`config.mk`:
```
export PLATFORM = sky130hd
export DESIGN_NAME = tlmt_cell
export DESIGN_NICKNAME = d
export VERILOG_FILES = /design/src/hw/rtl/assert_macros.svh /design/src/hw/rtl/tlmt_pkg.sv /design/src/hw/rtl/tlmt_cell.sv
export SDC_FILE = /design/constraint.sdc
export NUM_CORES = 1
export LEC_CHECK = 0
export ABC_AREA = 1
export BUFFER_PORTS_ARGS = -buffer_cell sky130_fd_sc_hd__buf_2
export CAP_MARGIN = 10
export CORE_UTILIZATION = 38
export DETAILED_ROUTE_END_ITERATION = 10
export PLACE_DENSITY = 0.76
export SLEW_MARGIN = 10
export SYNTH_ARGS = -nofsm -noshare
export SYNTH_HDL_FRONTEND = slang
export SYNTH_SLANG_ARGS = --single-unit
```
`constraint.sdc`:
```
create_clock -name clock -period 1.7 [get_ports clock]
set_input_delay 0.085 -clock clock [delete_from_list [all_inputs] [get_ports clock]]
set_output_delay 0.085 -clock clock [all_outputs]
set_load 0.1 [all_outputs]
```
`src/hw/rtl/assert_macros.svh`:
```
// assertion macros used by the membership table top module
`ifndef ASSERT_MACROS_SVH
`define ASSERT_MACROS_SVH

// same-cycle implication, clocked on clock and disabled in reset
`define ASSERT_IMPLY(label, ante, cons, msg) \
   label: assert property (@(posedge clock) disable iff (reset) (ante) |-> (cons)) \
      else $error(msg);

// next-cycle implication, clocked on clock and disabled in reset
`define ASSERT_NEXT(label, ante, cons, msg) \
   label: assert property (@(posedge clock) disable iff (reset) (ante) |=> (cons)) \
      else $error(msg);

`endif

```
`src/hw/rtl/tlmt_pkg.sv`:
```
// shared types, constants and codes of the two-list membership table
package tlmt_pkg;

   // table geometry
   localparam int ENTRIES       = 1024;
   localparam int KEY_BITS      = 32;
   localparam int LIVE_BITS     = $clog2(ENTRIES + 1);
   localparam int COUNT_BITS    = 11;
   localparam int CNT_BITS      = (LIVE_BITS > COUNT_BITS) ? LIVE_BITS : COUNT_BITS;

   // match reduction tree
   localparam int TREE_LEAF     = 32;
   localparam int TREE_GROUPS   = (ENTRIES + TREE_LEAF - 1) / TREE_LEAF;

   // stream payload layout
   localparam int REQ_DATA_BITS  = 32;
   localparam int REQ_USER_BITS  = 2;
   localparam int RSP_FIELD_BITS = 2 + 1 + 3 * COUNT_BITS;
   localparam int RSP_DATA_BITS  = ((RSP_FIELD_BITS + 7) / 8) * 8;
   localparam int RSP_FULL_BIT   = 2;

   typedef logic [KEY_BITS-1:0] key_type;
   typedef logic [1:0]          group_type;
   typedef logic [1:0]          command_type;

   // commands
   localparam command_type CMD_INSERT_A  = 2'd0;
   localparam command_type CMD_INSERT_B  = 2'd1;
   localparam command_type CMD_RESTORE_A = 2'd2;
   localparam command_type CMD_CLEAR     = 2'd3;

   // entry groups
   localparam group_type GRP_EMPTY = 2'd0;
   localparam group_type GRP_A     = 2'd1;
   localparam group_type GRP_B     = 2'd2;
   localparam group_type GRP_BOTH  = 2'd3;

   // broadcast from control to every cell
   typedef struct packed {
      logic      insert;
      group_type list_bit;
      logic      restore;
      logic      clear;
      key_type   key;
   } cell_cmd_type;

   // content handed from one cell to the next
   typedef struct packed {
      key_type   key;
      group_type grp;
   } cell_data_type;

endpackage

```
`src/hw/rtl/tlmt_cell.sv`:
```
// one table cell: holds a key and its group, matches and drifts towards the tail
module tlmt_cell (
   input  logic                   clock,
   input  logic                   reset,
   input  tlmt_pkg::cell_cmd_type cmd,
   input  logic                   inject,
   input  tlmt_pkg::cell_data_type inject_data,
   input  logic                   below_live,
   input  tlmt_pkg::cell_data_type below_data,
   input  logic                   above_empty,
   output logic                   live,
   output tlmt_pkg::cell_data_type out_data,
   output tlmt_pkg::group_type    old_grp
);
   import tlmt_pkg::*;

   key_type   key_ff;
   key_type   key_in;
   group_type grp_ff;
   group_type grp_in;
   group_type grp_upd;
   group_type oldg_ff;
   group_type oldg_in;
   logic      hit;
   logic      take_below;
   logic      give_up;

   assign live = (grp_ff != GRP_EMPTY);

   // key match against the broadcast command
   assign hit = cmd.insert && live && (key_ff == cmd.key);

   // group after this cycle's command, wherever the entry ends up
   always_comb begin
      grp_upd = grp_ff;
      if (cmd.clear) begin
         grp_upd = GRP_EMPTY;
      end else if (cmd.restore) begin
         if (grp_ff == GRP_BOTH) begin
            grp_upd = GRP_A;
         end else if (grp_ff == GRP_B) begin
            grp_upd = GRP_EMPTY;
         end
      end else if (hit) begin
         grp_upd = grp_ff | cmd.list_bit;
      end
   end

   assign out_data = '{key: key_ff, grp: grp_upd};

   // drift: an entry moves one cell up into an empty neighbour
   assign take_below = !live && below_live;
   assign give_up    = live && above_empty;

   always_comb begin
      key_in = key_ff;
      grp_in = grp_upd;
      if (inject) begin
         key_in = inject_data.key;
         grp_in = inject_data.grp;
      end else if (take_below) begin
         key_in = below_data.key;
         grp_in = below_data.grp;
      end else if (give_up) begin
         grp_in = GRP_EMPTY;
      end
   end

   // group before the update, reported for the match tree
   assign oldg_in = hit ? grp_ff : GRP_EMPTY;
   assign old_grp = oldg_ff;

   always_ff @(posedge clock) begin
      key_ff <= key_in;
   end

   always_ff @(posedge clock) begin
      if (reset) begin
         grp_ff  <= GRP_EMPTY;
         oldg_ff <= GRP_EMPTY;
      end else begin
         grp_ff  <= grp_in;
         oldg_ff <= oldg_in;
      end
   end

endmodule

```
; After elaboration in Yosys (flattened, before gate mapping)
; Cells that the tools add are included.
[totals]
register_bits = 36
latchBits = 0
mem_bits_rw = 0
mem_bits_ro = 0
out_inout_bits = 37
n_memories = 0
[op_classes]
addsub = 0
mul = 0
div = 0
n_lt_le_gt_ge = 0
n_eq_ne = 3
shift = 0
muxes = 10
bitwise_logic = 2
reduce_logical = 8
[op_table]
columns = cell, count
row1 = $mux W32, 2
row2 = $eq A32 B32 Y1, 1
row3 = $mux W2, 8
row4 = $eq A2 B2 Y1 const B, 2
row5 = $logic_and A1 B1 Y1, 4
row6 = $reduce_bool A2 Y1, 2
row7 = $or A2 B2 Y2, 1
row8 = $reduce_or A2 Y1, 1
row9 = $logic_not A1 Y1, 1
row10 = $not A1 Y1, 1

; Longest topological paths before layout
[depth]
word_depth = 9
ltp_mapped = 12
depth_no_buf = 12

; Least setup slack after synthesis
; No wires, ideal clock.
[synth_path]
kind = register -> output
startpoint = register key_ff[23]
endpoint = output port out_data[1] (netlist bit)
arrival_time_ns = 3.812
t_required_ns = 1.615
slack_ns = -2.197
stages_incl_launch_ff = 11
n_path_buf = 0
cell_sequence = edfxtp_1 > inv_1 > nand2_1 > nand2_1 > nor2_1 > nand2_1 > nor2_1 > nand2_1 > nor2_4 > nand3_1 > a21boi_0
[synth_lines]
columns = item, line
row1 = start: declaration, tlmt_cell.sv:17  ; key_type key_ff;
row2 = start signal: assignment, tlmt_cell.sv:74  ; key_ff <= key_in;
row3 = end: declaration, tlmt_cell.sv:12  ; output tlmt_pkg::cell_data_type out_data,

==> metrics.txt <==
status=complete, but fails checks; failing checks=negative setup slack; Initial Util=0.3952; CTS buffer count=5; Syn Nets=425; ANT nets after route=0; sequential power share=0.405; gpl congestion=0.7701; CP Class=register to primary output; Mapped Avg Cell Area=6.951 um2; Finished Layout Cells=between 500 and 600; Distinct cells, synth=20; clock sinks=36; Final Cycle Share=1.096; CTS Buffer Depth=2; crit path launch type=register; IO Pins=around 150; DRT iter0 DRCs=44; vias in the first global route=about 2200; GRT overflow=0; RSZ-0062 raised after global routing=true; R2R cell count=12; Static Leak=around 1.8 nW; sequential element share of the synthesized area=0.4754; final core occ=0.5741; fmax=approximately 540 MHz; initial antenna violation count=0; largest net degree at the start of global routing=33; most frequent CP cell=nand2_1; worst hold path depth=3; Final nets=just under 600; FF-to-FF setup slack=approximately 90 ps; Comb pwr share=0.393; CTS root buf=clkbuf_8; first-pass GRT wire length=~9000 um; clock share of power=0.202; synthesized instance count=roughly 320; Die ar.=~6100 um2; Final Worst Setup Slack=-162.9 ps; # rows=27; Worst EP required=between 1500 and 2000 ps; fin. max-slew vios=0; synthesized area=~2200 um2; Synthesis Warnings=0; # setup viols final=2; H-tree Lvls=2; DRC=0; Worst Clk Skew=roughly 6.3 ps; hold_ws=63.61 ps; clock-pin transition on the worst setup and hold timing paths=approximately 70 ps; Final Critical Period=1863 ps; port bufs=146; commonest non-fill, non-tap cell in the layout=nand2_1; FF+latch count, synth=36; Int Power=0.001589 W; DR vias/cell=approximately 4.3; crit-path max cell delay=approximately 400 ps; HP Class=input port to register; Max VDD drop=0.3927 mV; Slowest cell on crit path=edfxtp_1; Die Ht=between 70 and 80 um; # diodes=0; Hold Buf Count CTS=0; P_sw=0.001149 W; switch share=0.4196; dpl ws=slightly above 80 ps; core area=between 5000 and 6000 um2; PwrDens=around 860 nW/um2; worst skew pair latency=around 280 ps; drt total wl=5696 um; routed len/inst=between 10 and 15 um; Worst Path Max Fanout=3; CP arrival=~1800 ps; Critical Path Sink Type=primary output; Placed Cells incl. Taps=between 500 and 600; CTS tree=yes; worst-path cell chain=nand2_1 -> nand2_1 -> nor2_1 -> nand2_1 -> nor2_1 -> nand2_1 -> nor2_4 -> nand3_2 -> a21boi_4 -> buf_12; Max-Cap Viols=0; layout cells sized above 1=0.3747; Die W=~78 um; Setup TNS Final=-318.6 ps; Rel. slew slack=0.6702; drt pass-1 iters=4; DPL Wire Length=4607 um; final-report hold violation count=0; Worst-Margin Slew=around 500 ps; gr usage total=0.1910; via count=~2300; Synth-to-Final Area Change=45.26%; leading cell types in the layout, fill and taps excluded=nand2_1 (159), buf_2 (144), inv_1 (47)
Yosys cell counts, drive strengths merged:
cell / n / share of area
o21ai: 6 / 0.014
nand3: 9 / 0.021
or2: 2 / 0.0057
nand2: 163 / 0.28
edfxtp: 32 / 0.44
o22ai: 1 / 0.0029
clkinv: 1 / 0.0017
inv: 49 / 0.084
xnor2: 8 / 0.032
clkbuf: 7 / 0.012
nor2: 28 / 0.054
a21boi: 1 / 0.0034
dfxtp: 4 / 0.037
a21oi: 3 / 0.010
nand4: 1 / 0.0029
per-layer routing:
layer / part of all wire / vias to the layer above / track usage
li1: - / 1246 / -
met1: 0.41 / 1006 / 0.2096
met2: 0.51 / 86 / 0.3593
met3: 0.073 / 6 / 0.05294
met4: 0.0074 / 0 / 0.04815
met5: 0 / - / 0
flip-flops by register name, indices dropped and copies added (netlist names):
| name | count |
|---|---|
| key_ff | 32 |
| grp_ff | 2 |
| old_grp | 2 |
power by group through the flow:
stage               clock network, W  logic [W]  registers (W)
global placement                   0    0.00107        0.00113
detailed placement                 0    0.00108        0.00113
global route                0.000606    0.00115        0.00112
finish                      0.000553    0.00108        0.00111
floorplan                          0   0.000276        0.00166
CTS                         0.000580    0.00109        0.00111
critical path, delay by kind of cell, from the launching register on:
family                 cells  cell delay [ps]
DFF                        1              400
buffers and inverters      1              190
and+or+nand+nor            8              740
AOI/OAI and AO/OA          1              160
repair_timing:
action,in CTS,in global routing
gates resized for setup,2,0
setup buffers,1,0
cloned,0,0
pin swaps,7,0
setup endpoints to repair,2,3
final cells by class:
type / instances / area, um2
Clock buffer: 5 / 68.82
Clock inverter: 2 / 7.507
Fill cell: 539 / 2360
Inverter: 50 / 187.7
Multi-Input combinational cell: 222 / 979.7
Sequential cell: 36 / 1041
Tap cell: 72 / 90.09
Timing Repair Buffer: 152 / 805.8
cells by family after synthesis:
logic type / count (synthesis) / share of synthesized area
flip-flops: 36 / 0.4754
buffers and inverters: 57 / 0.09772
AO/OA/AOI/OAI: 11 / 0.03029
XOR/XNOR: 8 / 0.03200
AND/OR/NAND/NOR: 203 / 0.3646
per-stage QoR:
step | instance area, um2 | power, W
after floorplan | 2227 | 0.001934
after global placement | 3089 | 0.002195
after detailed placement | 3089 | 0.002211
after CTS | 3181 | 0.002776
after global routing | 3181 | 0.002876
final | 3181 | 0.002739
final timing paths:
kind / from / endpoint
min: below_data[19] / key_ff[17]
max: key_ff[21] / out_data[1]
min reg2reg: grp_ff[0] / old_grp[0]
max reg2reg: key_ff[21] / grp_ff[1]
Power figures use the tool's default switching activity.
